`src/design/potu_pkg.sv`:
```
package potu_pkg;

  localparam int unsigned ElapsedW = 16;
  localparam int unsigned WeekdayW = 3;
  localparam int unsigned MaskW    = 8;
  localparam int unsigned HoldW    = 16;
  localparam int unsigned HoldMsW  = 26;
  localparam int unsigned CountW   = 27;
  localparam int unsigned CfgIdxW  = 3;
  localparam int unsigned CfgDataW = 16;
  localparam int unsigned InTdataW  = 24;
  localparam int unsigned OutTdataW = 8;

  localparam int unsigned EnableBit = 7;
  localparam logic [HoldMsW-1:0] MsPerSecond = HoldMsW'(1000);

  typedef enum logic [CfgIdxW-1:0] {
    CfgEnableMask = 3'd0,
    CfgHoldOn     = 3'd1,
    CfgHoldOff    = 3'd2,
    CfgPinAssign  = 3'd3,
    CfgDayGating  = 3'd4
  } cfg_idx_e;

  typedef enum logic [1:0] {
    LevelOff     = 2'd0,
    LevelOn      = 2'd1,
    LevelUnknown = 2'd3
  } level_e;

  typedef struct packed {
    logic [WeekdayW-1:0] weekday;
    logic [ElapsedW-1:0] elapsed_ms;
  } tick_t;

  typedef struct packed {
    logic timer_active;
    logic pin_level;
    logic pin_write;
  } result_t;

endpackage

```
`src/design/periodic_on_off_timer_unit.sv`:
```
// Channel   Dir  Beat fields (low bit first)
// s_axis    in   tdata: elapsed_ms[15:0], weekday[18:16], zero pad to 24 bits
// m_axis    out  tdata: pin_write[0], pin_level[1], timer_active[2], zero pad to 8
// cfg       in   cfg_we_i / cfg_idx_i / cfg_data_i, one register per write
//
// One beat per cycle unless m_axis stalls; a tick passes the tick and result registers.
// The tick register feeds one pass of accumulate and compare into the result register.
// Hold times are scaled to milliseconds when written, so no multiply sits in the tick path.
// Reset drops both valid flags, zeroes the counter, starts in the hold-on phase and marks
// the last level unknown.
// A stalled m_axis holds the result; the tick register still takes one more beat.
module periodic_on_off_timer_unit (
  input  logic                            clk_i,
  input  logic                            rst_ni,
  input  logic                            s_axis_tvalid_i,
  output logic                            s_axis_tready_o,
  // elapsed_ms, weekday
  input  logic [potu_pkg::InTdataW-1:0]   s_axis_tdata_i,
  output logic                            m_axis_tvalid_o,
  input  logic                            m_axis_tready_i,
  // pin_write, pin_level, timer_active
  output logic [potu_pkg::OutTdataW-1:0]  m_axis_tdata_o,
  input  logic                            cfg_we_i,
  input  logic [potu_pkg::CfgIdxW-1:0]    cfg_idx_i,
  input  logic [potu_pkg::CfgDataW-1:0]   cfg_data_i
);

  logic [potu_pkg::MaskW-1:0]   mask_q;
  logic [potu_pkg::HoldMsW-1:0] hold_on_ms_q;
  logic [potu_pkg::HoldMsW-1:0] hold_off_ms_q;
  logic                         pin_assigned_q;
  logic                         day_gating_q;

  logic                         tick_valid_q;
  potu_pkg::tick_t              tick_q;
  logic                         res_valid_q;
  potu_pkg::result_t            res_q;

  logic [potu_pkg::CountW-1:0]  count_q, count_d;
  logic                         on_phase_q, on_phase_d;
  potu_pkg::level_e             last_level_q, last_level_d;

  logic                         advance;
  logic                         active;
  logic                         day_hit;
  logic [potu_pkg::CountW-1:0]  sum;
  logic [potu_pkg::HoldMsW-1:0] limit;
  logic                         drive;
  potu_pkg::level_e             target;
  logic                         wrote;
  potu_pkg::result_t            res_d;
  logic [potu_pkg::HoldMsW-1:0] cfg_ms;

  assign advance         = tick_valid_q && (!res_valid_q || m_axis_tready_i);
  assign s_axis_tready_o = !tick_valid_q || advance;
  assign m_axis_tvalid_o = res_valid_q;
  assign m_axis_tdata_o  = {{(potu_pkg::OutTdataW - 3){1'b0}}, res_q};

  assign cfg_ms = {{(potu_pkg::HoldMsW - potu_pkg::HoldW){1'b0}}, cfg_data_i}
                  * potu_pkg::MsPerSecond;

  always_comb begin
    day_hit = 1'b0;
    if (tick_q.weekday != '0) begin
      day_hit = mask_q[tick_q.weekday - 3'd1];
    end
    active = mask_q[potu_pkg::EnableBit] && (!day_gating_q || day_hit);

    sum   = count_q + {{(potu_pkg::CountW - potu_pkg::ElapsedW){1'b0}}, tick_q.elapsed_ms};
    limit = on_phase_q ? hold_on_ms_q : hold_off_ms_q;

    count_d    = count_q;
    on_phase_d = on_phase_q;
    drive      = 1'b0;
    target     = potu_pkg::LevelOff;
    if (!active) begin
      drive   = 1'b1;
      count_d = '0;
    end else if (sum > {1'b0, limit}) begin
      drive      = 1'b1;
      target     = on_phase_q ? potu_pkg::LevelOff : potu_pkg::LevelOn;
      count_d    = '0;
      on_phase_d = !on_phase_q;
    end else begin
      count_d = sum;
    end

    wrote        = drive && pin_assigned_q && (last_level_q != target);
    last_level_d = wrote ? target : last_level_q;

    res_d.pin_write    = wrote;
    res_d.pin_level    = (last_level_d == potu_pkg::LevelOn);
    res_d.timer_active = active;
  end

  always_ff @(posedge clk_i or negedge rst_ni) begin
    if (!rst_ni) begin
      mask_q         <= '0;
      hold_on_ms_q   <= '0;
      hold_off_ms_q  <= '0;
      pin_assigned_q <= 1'b0;
      day_gating_q   <= 1'b1;
    end else if (cfg_we_i) begin
      case (potu_pkg::cfg_idx_e'(cfg_idx_i))
        potu_pkg::CfgEnableMask: mask_q         <= cfg_data_i[potu_pkg::MaskW-1:0];
        potu_pkg::CfgHoldOn:     hold_on_ms_q   <= cfg_ms;
        potu_pkg::CfgHoldOff:    hold_off_ms_q  <= cfg_ms;
        potu_pkg::CfgPinAssign:  pin_assigned_q <= cfg_data_i[0];
        potu_pkg::CfgDayGating:  day_gating_q   <= cfg_data_i[0];
        default: ;
      endcase
    end
  end

  always_ff @(posedge clk_i or negedge rst_ni) begin
    if (!rst_ni) begin
      tick_valid_q <= 1'b0;
      res_valid_q  <= 1'b0;
      count_q      <= '0;
      on_phase_q   <= 1'b1;
      last_level_q <= potu_pkg::LevelUnknown;
    end else begin
      if (s_axis_tready_o) begin
        tick_valid_q <= s_axis_tvalid_i;
      end
      if (advance) begin
        res_valid_q  <= 1'b1;
        count_q      <= count_d;
        on_phase_q   <= on_phase_d;
        last_level_q <= last_level_d;
      end else if (m_axis_tready_i) begin
        res_valid_q <= 1'b0;
      end
    end
  end

  always_ff @(posedge clk_i) begin
    if (s_axis_tvalid_i && s_axis_tready_o) begin
      tick_q <= s_axis_tdata_i[potu_pkg::ElapsedW + potu_pkg::WeekdayW - 1:0];
    end
    if (advance) begin
      res_q <= res_d;
    end
  end

endmodule

```
`config.mk`:
```
export PLATFORM = sky130hd
export DESIGN_NAME = periodic_on_off_timer_unit
export DESIGN_NICKNAME = d
export VERILOG_FILES = /design/src/design/potu_pkg.sv /design/src/design/periodic_on_off_timer_unit.sv
export SDC_FILE = /design/constraint.sdc
export NUM_CORES = 1
export LEC_CHECK = 0
export BUFFER_PORTS_ARGS = -buffer_cell sky130_fd_sc_hd__buf_2
export CELL_PAD_IN_SITES_DETAIL_PLACEMENT = 0
export CELL_PAD_IN_SITES_GLOBAL_PLACEMENT = 1
export CORE_MARGIN = 4
export CORE_UTILIZATION = 27
export CTS_CLUSTER_SIZE = 24
export DETAILED_ROUTE_END_ITERATION = 10
export GPL_TIMING_DRIVEN = 0
export PLACE_DENSITY = 0.6
export SKIP_CTS_REPAIR_TIMING = 1
export SLEW_MARGIN = 30
export SYNTH_ARGS = -nofsm -noshare
export SYNTH_HDL_FRONTEND = slang
export SYNTH_SLANG_ARGS = --single-unit
```
`constraint.sdc`:
```
create_clock -name clk_i -period 10.5 [get_ports clk_i]
set_input_delay 0.525 -clock clk_i [delete_from_list [all_inputs] [get_ports clk_i]]
set_output_delay 0.525 -clock clk_i [all_outputs]
set_load 0.005 [all_outputs]
```
# After elaboration in Yosys (flattened, before gate mapping)
# Index checks and enable logic that the tools add are counted.
dict set report totals {
  regBits 110
  input_bits 48
  elab_cells 61
}
dict set report classes {
  eq_ne 6
  n_addsub 2
  reduce_logical 21
  magnitude_cmp 2
  mux 14
  mul 1
}
# op count
set op_table {}
lappend op_table {{$mux W27} 2}
lappend op_table {{$add A27 B16 Y27} 1}
lappend op_table {{$gt A27 B26 Y1} 1}
lappend op_table {{$mux W26} 1}
lappend op_table {{$mul A16 B7 Y23 const B} 1}
lappend op_table {{$reduce_and A2 Y1} 5}
lappend op_table {{$mux W1} 9}
lappend op_table {{$eq A3 B2 Y1 const B} 2}
lappend op_table {{$logic_and A1 B1 Y1} 5}
lappend op_table {{$logic_not A1 Y1} 4}
lappend op_table {{$lt A3 B4 Y1 const B} 1}
lappend op_table {{$bmux W1 S3} 1}
lappend op_table {{$eq A3 B1 Y1 const B} 1}
lappend op_table {{$eq A3 B3 Y1 const B} 1}
lappend op_table {{$logic_not A3 Y1} 1}
lappend op_table {{$logic_or A1 B1 Y1} 3}
lappend op_table {{$reduce_and A3 Y1} 1}
lappend op_table {{$reduce_bool A3 Y1} 1}
lappend op_table {{$sub A3 B1 Y3 const B} 1}
lappend op_table {{$eq A2 B1 Y1 const B} 1}
lappend op_table {{$mux W2} 1}
lappend op_table {{$ne A2 B2 Y1} 1}
lappend op_table {{$reduce_bool A2 Y1} 1}

# Depth between registers and ports, before layout
# Gate-level depths: netlist of the first run.
dict set report depth {
  depth_word 11
  ltp_mapped 21
  ltp_nobuf 19
}

# Worst setup path after synthesis of the first run
# No wires, ideal clock.
dict set report synth_timing {
  path_type {input-to-reg}
  from {in cfg_data_i[0] (netlist bit)}
  to {reg hold_off_ms_q[22] (netlist bit)}
  required_ns 10.367
  cell_stages 15
  path_slack_ns 5.795
  setup_time_ns 0.133
  n_path_buf 0
  arrival_time_ns 4.572
  path_cell_list {fa_1 -> inv_1 -> fa_1 -> fa_1 -> inv_1 -> fa_1 -> ha_1 -> and3_1 -> a221oi_2 -> a21oi_1 -> a221oi_1 -> nor3_1 -> o31ai_1 -> xor2_1 -> o21ai_0}
}
dict set report synth_between {
  elab_chain_len 1
}
# element line_no
set synth_lines {}
lappend synth_lines {{from (decl)} periodic_on_off_timer_unit.sv:25} ;# input logic [potu_pkg::CfgDataW-1:0] cfg_data_i
lappend synth_lines {{$mul A16 B7 Y23} periodic_on_off_timer_unit.sv:60} ;# * potu_pkg::MsPerSecond;
lappend synth_lines {{to (signal assigned)} periodic_on_off_timer_unit.sv:107} ;# potu_pkg::CfgHoldOff: hold_off_ms_q <= cfg_ms;
lappend synth_lines {{to (decl)} periodic_on_off_timer_unit.sv:30} ;# logic [potu_pkg::HoldMsW-1:0] hold_off_ms_q;
# No other way between the ends.
# A chain may end at the register's enable or synchronous reset.

# Worst setup path in the final report of the first run
dict set report layout_timing {
  from {reg tick_q[6] (netlist bit)}
  to {reg count_q[14] (netlist bit)}
}
dict set report layout_between {
  elab_chain_len 4
}
# element line_no
set layout_lines {}
lappend layout_lines {{from (decl)} periodic_on_off_timer_unit.sv:35} ;# potu_pkg::tick_t tick_q;
lappend layout_lines {{from (signal assigned)} periodic_on_off_timer_unit.sv:139} ;# tick_q <= s_axis_tdata_i[potu_pkg::ElapsedW + potu_pkg::WeekdayW - 1:0];
lappend layout_lines {{$add A27 B16 Y27 *} periodic_on_off_timer_unit.sv:69} ;# sum = count_q + {{(potu_pkg::CountW - potu_pkg::ElapsedW){1'b0}}, tick_q.elapsed_ms};
lappend layout_lines {{$gt A27 B26 Y1} periodic_on_off_timer_unit.sv:79} ;# end else if (sum > {1'b0, limit}) begin
lappend layout_lines {{$mux W27 *} periodic_on_off_timer_unit.sv:79}
lappend layout_lines {{$mux W27 *} periodic_on_off_timer_unit.sv:76} ;# if (!active) begin
lappend layout_lines {{to (signal assigned)} periodic_on_off_timer_unit.sv:128} ;# count_q <= count_d;
lappend layout_lines {{to (decl)} periodic_on_off_timer_unit.sv:39} ;# logic [potu_pkg::CountW-1:0] count_q, count_d;
# Every way passes the cells marked *; elsewhere a longest branch is shown, timed or not.

==> results of run 1 <==
## cell usage after synthesis, types with 3 or more instances
cell / instances
a21oi_1: 37
nand3b_1: 5
or2_2: 3
o21a_1: 10
nand2b_1: 8
and2_1: 6
fa_1: 55
nor2_1: 31
a31oi_1: 7
inv_1: 48
mux2i_1: 29
nand2_1: 55
nand4_1: 7
o21ai_0: 48
o2bb2ai_1: 3
o31ai_1: 3
or3_1: 3
clkbuf_1: 16
buf_4: 5
nor3_1: 7
mux2_2: 20
xnor2_1: 25
a221o_1: 3
and3_1: 7
xor2_1: 17
ha_1: 94
edfxtp_1: 22
a211oi_1: 4
dfstp_2: 4
a21o_1: 13
dfrtp_1: 84
a22o_1: 17
nor2b_1: 9
nand3_1: 14
## cell usage in the layout (no fill, tap or decap), types with 16 or more instances in the layout
cell type,n
ha_1,94
dfrtp_1,84
nand2_1,55
fa_1,55
inv_1,48
o21ai_0,48
buf_2,47
a21oi_1,37
nor2_1,31
mux2i_1,29
xnor2_1,25
edfxtp_1,22
mux2_2,20
xor2_1,17
a22o_1,17
clkbuf_1,16
## per-layer routing
layer  vias to the layer above  routed length [um]  GRT usage
met1                      2830                9830      0.173
li1                       2858                   -          -
met3                        12                 357     0.0128
met5                         -                   0          0
met4                         0                 213     0.0278
met2                        63                8530      0.183
## layout make-up
type,instances,area share
multi-input combinational,589,0.552
sequential,110,0.302
tap,396,0.0522
timing repair buffer,48,0.0283
clock buffer,9,0.0237
inverter,48,0.0190
buffer,24,0.0132
clock inverter,7,0.0100
## critical path, cell delays in order, from the launching register on
cell	delay (ns)
edfxtp_1	0.39
ha_1	0.28
or4_1	0.53
nor4_1	0.41
o31ai_1	0.30
o21a_1	0.23
nor2_1	0.11
xnor2_1	0.22
ha_1	0.31
a21o_1	0.18
a221o_1	0.34
a221o_1	0.37
nor2_2	0.10
a21oi_2	0.12
nor3_4	0.41
and2_4	0.22
buf_6	0.14
buf_6	0.16
a22o_1	0.13
## cells by family after synthesis
kind of cell               count (synthesis)
xor gates and xnor gates                  42
AOI/OAI and AO/OA                        170
and+or+nand+nor                          172
other                                      1
adders and majority gates                149
buffers and inverters                     72
muxes                                     51
DFF                                      110
## power by group
| part | total, W | switching [W] | leakage, nW | internal (W) |
|---|---|---|---|---|
| Sequential | 0.000624 | 0.0000628 | 1.33 | 0.000561 |
| Clock | 0.000378 | 0.000184 | 0.158 | 0.000194 |
| Combinational | 0.00145 | 0.000830 | 2.83 | 0.000624 |
## state kept, by name, summed over array words and instances, names as in the netlist
| signal | cells |
|---|---|
| count_q | 27 |
| hold_off_ms_q | 23 |
| hold_on_ms_q | 23 |
| tick_q | 19 |
| mask_q | 8 |
| m_axis_tdata_o | 3 |
| last_level_q | 2 |
| day_gating_q | 1 |
| m_axis_tvalid_o | 1 |
| on_phase_q | 1 |
| pin_assigned_q | 1 |
| tick_valid_q | 1 |
## final timing paths
kind / start / endpoint / slack, ns / depth (start not counted)
hold / removal: rst_ni / count_q[6]$_DFFE_PN0P_ / 0.07 / 1
hold reg to reg: hold_on_ms_q[8]$_DFFE_PN0P_ / hold_on_ms_q[8]$_DFFE_PN0P_ / 0.48 / 2
max in group asynchronous: rst_ni / hold_off_ms_q[22]$_DFFE_PN0P_ / 9.84 / 2
setup reg to reg: tick_q[6]$_DFFE_PP_ / count_q[14]$_DFFE_PN0P_ / 5.49 / 18
setup / recovery: tick_q[6]$_DFFE_PP_ / count_q[14]$_DFFE_PN0P_ / 5.49 / 18
min in group clk_i: s_axis_tdata_i[8] / tick_q[8]$_DFFE_PP_ / 0.33 / 1
## metrics by stage
| stage | hold WS (ns) | std cells |
|---|---|---|
| floorplan | 0.229 | 771 |
| global placement | 0.461 | 1214 |
| detailed placement | 0.470 | 1215 |
| CTS | 0.0842 | 1231 |
| global route | 0.101 | 1231 |
| finish | 0.0677 | 1231 |
==> results by group, run 1 <==
Status
  • Status: completed

Timing
  • Final worst path period need: about 5.0 ns
  • TNS Setup: 0 ns
  • Fin crit share: 0.477
  • Setup Viol. Count Final: 0
  • Fmax: 0.200 GHz
  • Worst-margin pin slew: 0.821 ns
  • Max Transition Viols Final: 0
  • Slew HR: 0.452
  • Worst setup margin: 5.49 ns
  • Skew final: around 0.013 ns
  • Fin. Hold Viols: 0
  • RSZ-0062 raised after global routing: no

Clocking
  • # clock sinks: 110
  • Reg clk slew, reported paths: 0.08 ns
  • Worst-Skew Late Latency: 0.36 ns
  • CTS tree: done
  • Clock root buffer master: clkbuf_16
  • CTS buffer count: 9
  • Clock Path Buffers: 2
  • CTS H-tree lvls: 3

Final layout
  • Seq. cell area: 0.00287 mm2
  • Area grow syn2layout: 13.1%
  • Multi-input logic area: 0.00524 mm2
  • Antenna diode count: 0
  • Nets: about 1000
  • Fill count: 3214
  • Post-route cell area: 0.00950 mm2
  • Layout cell share with drive strength beyond 1: 0.138
  • Fin util: 0.310

Power
  • Max IR drop VDD: 91.2 uV
  • Pleak: 4.31 nW
  • PwrDens: 259 mW/mm2
  • Total Power: 0.00246 W

Floorplan
  • Die Ht: 184 um
  • I/O Pins: 58
  • Die width: ~180 um
  • Row count: 64
  • Core area: between 0.03 and 0.04 mm2
  • Initial core utilization: 0.274
  • Die area: between 0.03 and 0.04 mm2

Critical path
  • Arrival time worst endpoint: 5.31 ns
  • Critical Path RT: 10.80 ns
  • CP max FO: 10
  • Crit path kind: flop to flop
  • Kind of end point of the critical path: flop
  • Critical Path Source Type: flop

Logic synthesis
  • Synthesized area: 0.00840 mm2
  • Largest family of logic cells by synthesized area: adder cells
  • Cell accounting for the most synthesized area: dfrtp_1
  • Synth Flop Type: dfrtp_1
  • Asr flop ratio synth: 0.800
  • Adder-cell area share of the yosys netlist: 0.271
  • Compound-Gate Fraction of Synth Area: 0.135
  • Post-synth top area share: 0.250
  • YS warnings: 0
  • Post-synth EDFFs: 22
  • Post-synthesis sequential area ratio: 0.341
  • Synth Instances: approximately 770
  • Area contributors post-synth: dfrtp_1 (25%), ha_1 (14%), fa_1 (13%), edfxtp_1 (7.9%), mux2i_1 (3.5%)
  • Synth Area in Simple Gates: 0.105
  • Unique masters post-synth: between 70 and 80
  • XOR/XNOR share of the synthesized area: 0.0438
  • Flops & latches, synth: 110
  • Mux contribution to synthesized area: 0.0667
  • Post-Syn Area per Cell: 10.9 um2

GRT
  • Initial antenna violation count: 0
  • First-pass GRT wire length: 31900 um
  • Global route overflow: 0
  • Vias in the first global route: 5844
  • Largest net degree at the start of global routing: 47
  • Total track usage: 0.117

Detailed routing
  • DRC Markers: 0
  • Initial DRC Count: about 270
  • DR WL/cell: 15.4 um
  • TritonRoute pass-1 iters: 6
  • Vias: 5763
  • WL final: approximately 19000 um
  • Post-route ant nets: 0
  • Vias/cell: 4.68

Job
  • Max Cap Viol: 0

Min path
  • Hold Path Class: input pin to asynchronous set/reset pin

Placed design
  • Routability cong.: roughly 0.78
  • Setup Slack @ Placement: between 5 and 6 ns
  • PortBufs: 47
  • Placement Cell Area: 0.00918 mm2
  • Detailed placement HPWL: between 15000 and 20000 um
Power figures use the tool's default switching activity.
==> run 2: changes to the inputs <==
Settings changed: ABC_AREA set to 1, PLACE_DENSITY 0.6 to 0.62.
Clock period 10.5 ns to 4.8 ns, I/O delays scaled along.
==> run 2 against run 1 <==
Die area up 3.9%; register-to-register slack worse by 4.8 ns; non-clock buffer count down 2; final cell count up 18%; critical endpoint is now m_axis_tdata_o[0]$_DFFE_PP_; largest power group unchanged.
==> results by group, run 2 <==
Detailed routing
  • Initial DRC Count: 276
  • Post-route ant nets: 0
  • TritonRoute pass-1 iters: 5
  • Vias: 6515
  • WL final: 20200 um
  • Vias/cell: ~4.5
  • DRC Markers: 0
  • DR WL/cell: 13.8 um

Critical path
  • Crit Reg-Reg Startpoint: tick_q[0]$_DFFE_PP_
  • Setup slack, reg-to-reg: approximately 0.73 ns
  • Critical Path Source Type: flop
  • CP delay by family, top: compound AO/OA/AOI/OAI gates
  • Crit path kind: flop to flop
  • CP max-delay cell: fa_1
  • Worst Path Buf+Inv: 3
  • Arrival time worst endpoint: 4.19 ns
  • CP max FO: 4
  • Most used cell, CP: nand2_1
  • Kind of end point of the critical path: flop
  • Critical Path Max Stage Delay: 0.42 ns
  • Critical Path RT: ~4.9 ns
  • R2R cell count: 24
  • Worst path cell trace: ha_1 > inv_1 > fa_1 > o21ai_2 > nand2_1 > nand2_2 > a31oi_1 > o21bai_1 > nand2_1 > xor2_1 > inv_1 > ha_1 > a21oi_1 > nor2_1 > a211oi_1 > nand2_1 > nand2_1 > nand2_1 > nand2_1 > nand3_1 > nand2_1 > inv_1 > nand2_1 > nor2_1
  • Worst R2R End: m_axis_tdata_o[0]$_DFFE_PP_

Timing
  • RSZ-0062 raised after global routing: no
  • Fmax: 0.246 GHz
  • Slew HR: 0.460
  • Setup Viol. Count Final: 0
  • Worst setup margin: 0.727 ns
  • Max Transition Viols Final: 0
  • Fin crit share: 0.849
  • Fin. Hold Viols: 0
  • Fin Hold WS: 0.0460 ns
  • Worst-margin pin slew: around 0.81 ns
  • Final worst path period need: 4.07 ns
  • Skew final: roughly 0.014 ns
  • TNS Setup: 0 ns

Min path
  • Worst Hold End: tick_q[3]$_DFFE_PP_
  • Hold-critical path depth: 1
  • Hold Path Class: input pin to flop
  • Hold Startpoint: s_axis_tdata_i[3]

Power
  • Clk pwr share: 0.146
  • Switching Fraction: 0.480
  • Pleak: 4.91 nW
  • PwrDens: 549 mW/mm2
  • Max IR drop VDD: 200 uV
  • Psw: 0.00260 W
  • Share of power burned in registers: 0.248
  • Int Power: roughly 0.0028 W
  • Gate power share: 0.606

Final layout
  • Antenna diode count: 0
  • Biggest register: count_q
  • Nets: 1247
  • Seq. cell area: 0.00287 mm2
  • Top Registers: count_q: 27 flops, hold_off_ms_q: 23 flops, hold_on_ms_q: 23 flops
  • Commonest non-fill, non-tap cell in the layout: nand2_1
  • Multi-input logic area: 0.00529 mm2
  • Fill count: 3354
  • Most frequent cells in the layout: nand2_1 (223), inv_1 (120), ha_1 (94), dfrtp_1 (84), o21ai_0 (72)
  • Max FFs per register: 27
  • Layout cell share with drive strength beyond 1: 0.122
  • Area grow syn2layout: 12.9%

Floorplan
  • I/O Pins: 58
  • Initial core utilization: 0.276
  • Die area: 0.0353 mm2
  • Core area: approximately 0.032 mm2
  • Die width: 188 um
  • Die Ht: 188 um
  • Row count: 65

Logic synthesis
  • Post-synthesis sequential area ratio: 0.328
  • Count leader, synth: nand2_1
  • Post-synth top area share: 0.241
  • YS warnings: 0
  • Area contributors post-synth: dfrtp_1 (24%), ha_1 (13%), fa_1 (13%), nand2_1 (9.6%), edfxtp_1 (7.6%)
  • Cell accounting for the most synthesized area: dfrtp_1
  • Post-synth EDFFs: 22
  • Unique masters post-synth: 53
  • Post-synth top cells: nand2_1 (223), inv_1 (120), ha_1 (94), dfrtp_1 (84), o21ai_0 (72)
  • Post-Syn Area per Cell: 8.86 um2
  • Synth Instances: between 900 and 1000
  • Synth Flop Type: dfrtp_1
  • Asr flop ratio synth: 0.800
  • Flops & latches, synth: 110
  • Synthesized area: 0.00874 mm2

Placed design
  • Routability cong.: 0.826
  • Detailed placement HPWL: 16600 um
  • PortBufs: 47
  • Setup Slack @ Placement: 0.475 ns

GRT
  • First-pass GRT wire length: 34800 um
  • Initial antenna violation count: 0
  • Global route overflow: 0
  • Largest net degree at the start of global routing: 65
  • Vias in the first global route: 6806
  • Total track usage: 0.120

Job
  • Max Cap Viol: 0

Clocking
  • CTS tree: done
  • Worst-Skew Late Latency: 0.36 ns
  • Reg clk slew, reported paths: 0.09 ns
  • CTS H-tree lvls: 3
  • # clock sinks: 110
  • Clock root buffer master: clkbuf_16
  • Clock Path Buffers: 2
  • CTS buffer count: 9

Status
  • Status: completed
==> run 2: power groups by stage <==
stage          clock network [W]  registers [W]  logic (W)
3_5_place_dp                   0        0.00136    0.00332
2_1_floorplan                  0        0.00133    0.00249
4_1_cts                 0.000819        0.00135    0.00334
6_report                0.000791        0.00135    0.00328
5_1_grt                 0.000862        0.00138    0.00385
3_3_place_gp                   0        0.00136    0.00329
==> run 2: worst reg2reg max path, cell delays in order (launching register included) <==
cell      delay (ns)
edfxtp_1        0.37
ha_1            0.18
inv_1           0.06
fa_1            0.42
o21ai_2         0.24
nand2_1         0.09
nand2_2         0.12
a31oi_1         0.16
o21bai_1        0.33
nand2_1         0.11
xor2_1          0.21
inv_1           0.07
ha_1            0.31
a21oi_1         0.13
nor2_1          0.06
a211oi_1        0.23
nand2_1         0.09
nand2_1         0.06
nand2_1         0.04
nand2_1         0.18
nand3_1         0.15
nand2_1         0.10
inv_1           0.04
nand2_1         0.05
nor2_1          0.03
==> run 2: metrics by stage <==
stage	area, um2	cells	total power [W]	util
2_1_floorplan	8750	990	0.00382	-
6_report	9860	1457	0.00542	0.311
5_1_grt	9860	1457	0.00609	0.311
3_3_place_gp	9490	1439	0.00465	0.299
3_5_place_dp	9530	1440	0.00468	0.300
4_1_cts	9850	1456	0.00550	0.311
==> run 2: final cells by class <==
type                    count  share of cell area
repair buffers             49              0.0283
flip-flops and latches    110               0.291
plain buffers              21              0.0118
inverters                 128              0.0490
multi-input cells         731               0.536
clock inverters             7              0.0103
well taps                 402              0.0510
clock buffers               9              0.0228
==> run 2: kinds of logic (layout without fill, tap and decap cells) <==
family                     count (synthesis)  in the layout  share of synthesized area
other                                      1              5                   0.000429
adders and majority gates                149            149                      0.261
DFF                                      110            110                      0.328
buffers and inverters                    149            214                     0.0686
AOI/OAI and AO/OA                        154            154                     0.0972
and+or+nand+nor                          370            370                      0.189
muxes                                     19             19                     0.0225
xor gates and xnor gates                  34             34                     0.0341
==> run 2: worst max-delay path by stage <==
stage / startpoint / to / slack [ns] / depth (start not counted)
after detailed placement: cfg_data_i[7] / hold_on_ms_q[25]$_DFFE_PN0P_ / 0.48 / 16
after CTS: tick_q[0]$_DFFE_PP_ / m_axis_tdata_o[0]$_DFFE_PP_ / 0.59 / 24
after global placement: cfg_data_i[7] / hold_on_ms_q[25]$_DFFE_PN0P_ / 0.50 / 16
after global routing: tick_q[0]$_DFFE_PP_ / m_axis_tdata_o[0]$_DFFE_PP_ / 0.21 / 24
after floorplan: cfg_data_i[0] / hold_on_ms_q[21]$_DFFE_PN0P_ / 0.98 / 16
final: tick_q[0]$_DFFE_PP_ / m_axis_tdata_o[0]$_DFFE_PP_ / 0.73 / 24
==> run 2: routing by layer <==
layer	vias up	GRT usage	routed length, um
li1	3366	-	-
met1	3064	0.165	10000
met2	68	0.202	9400
met3	17	0.0145	461
met4	0	0.0274	253
met5	-	0	0
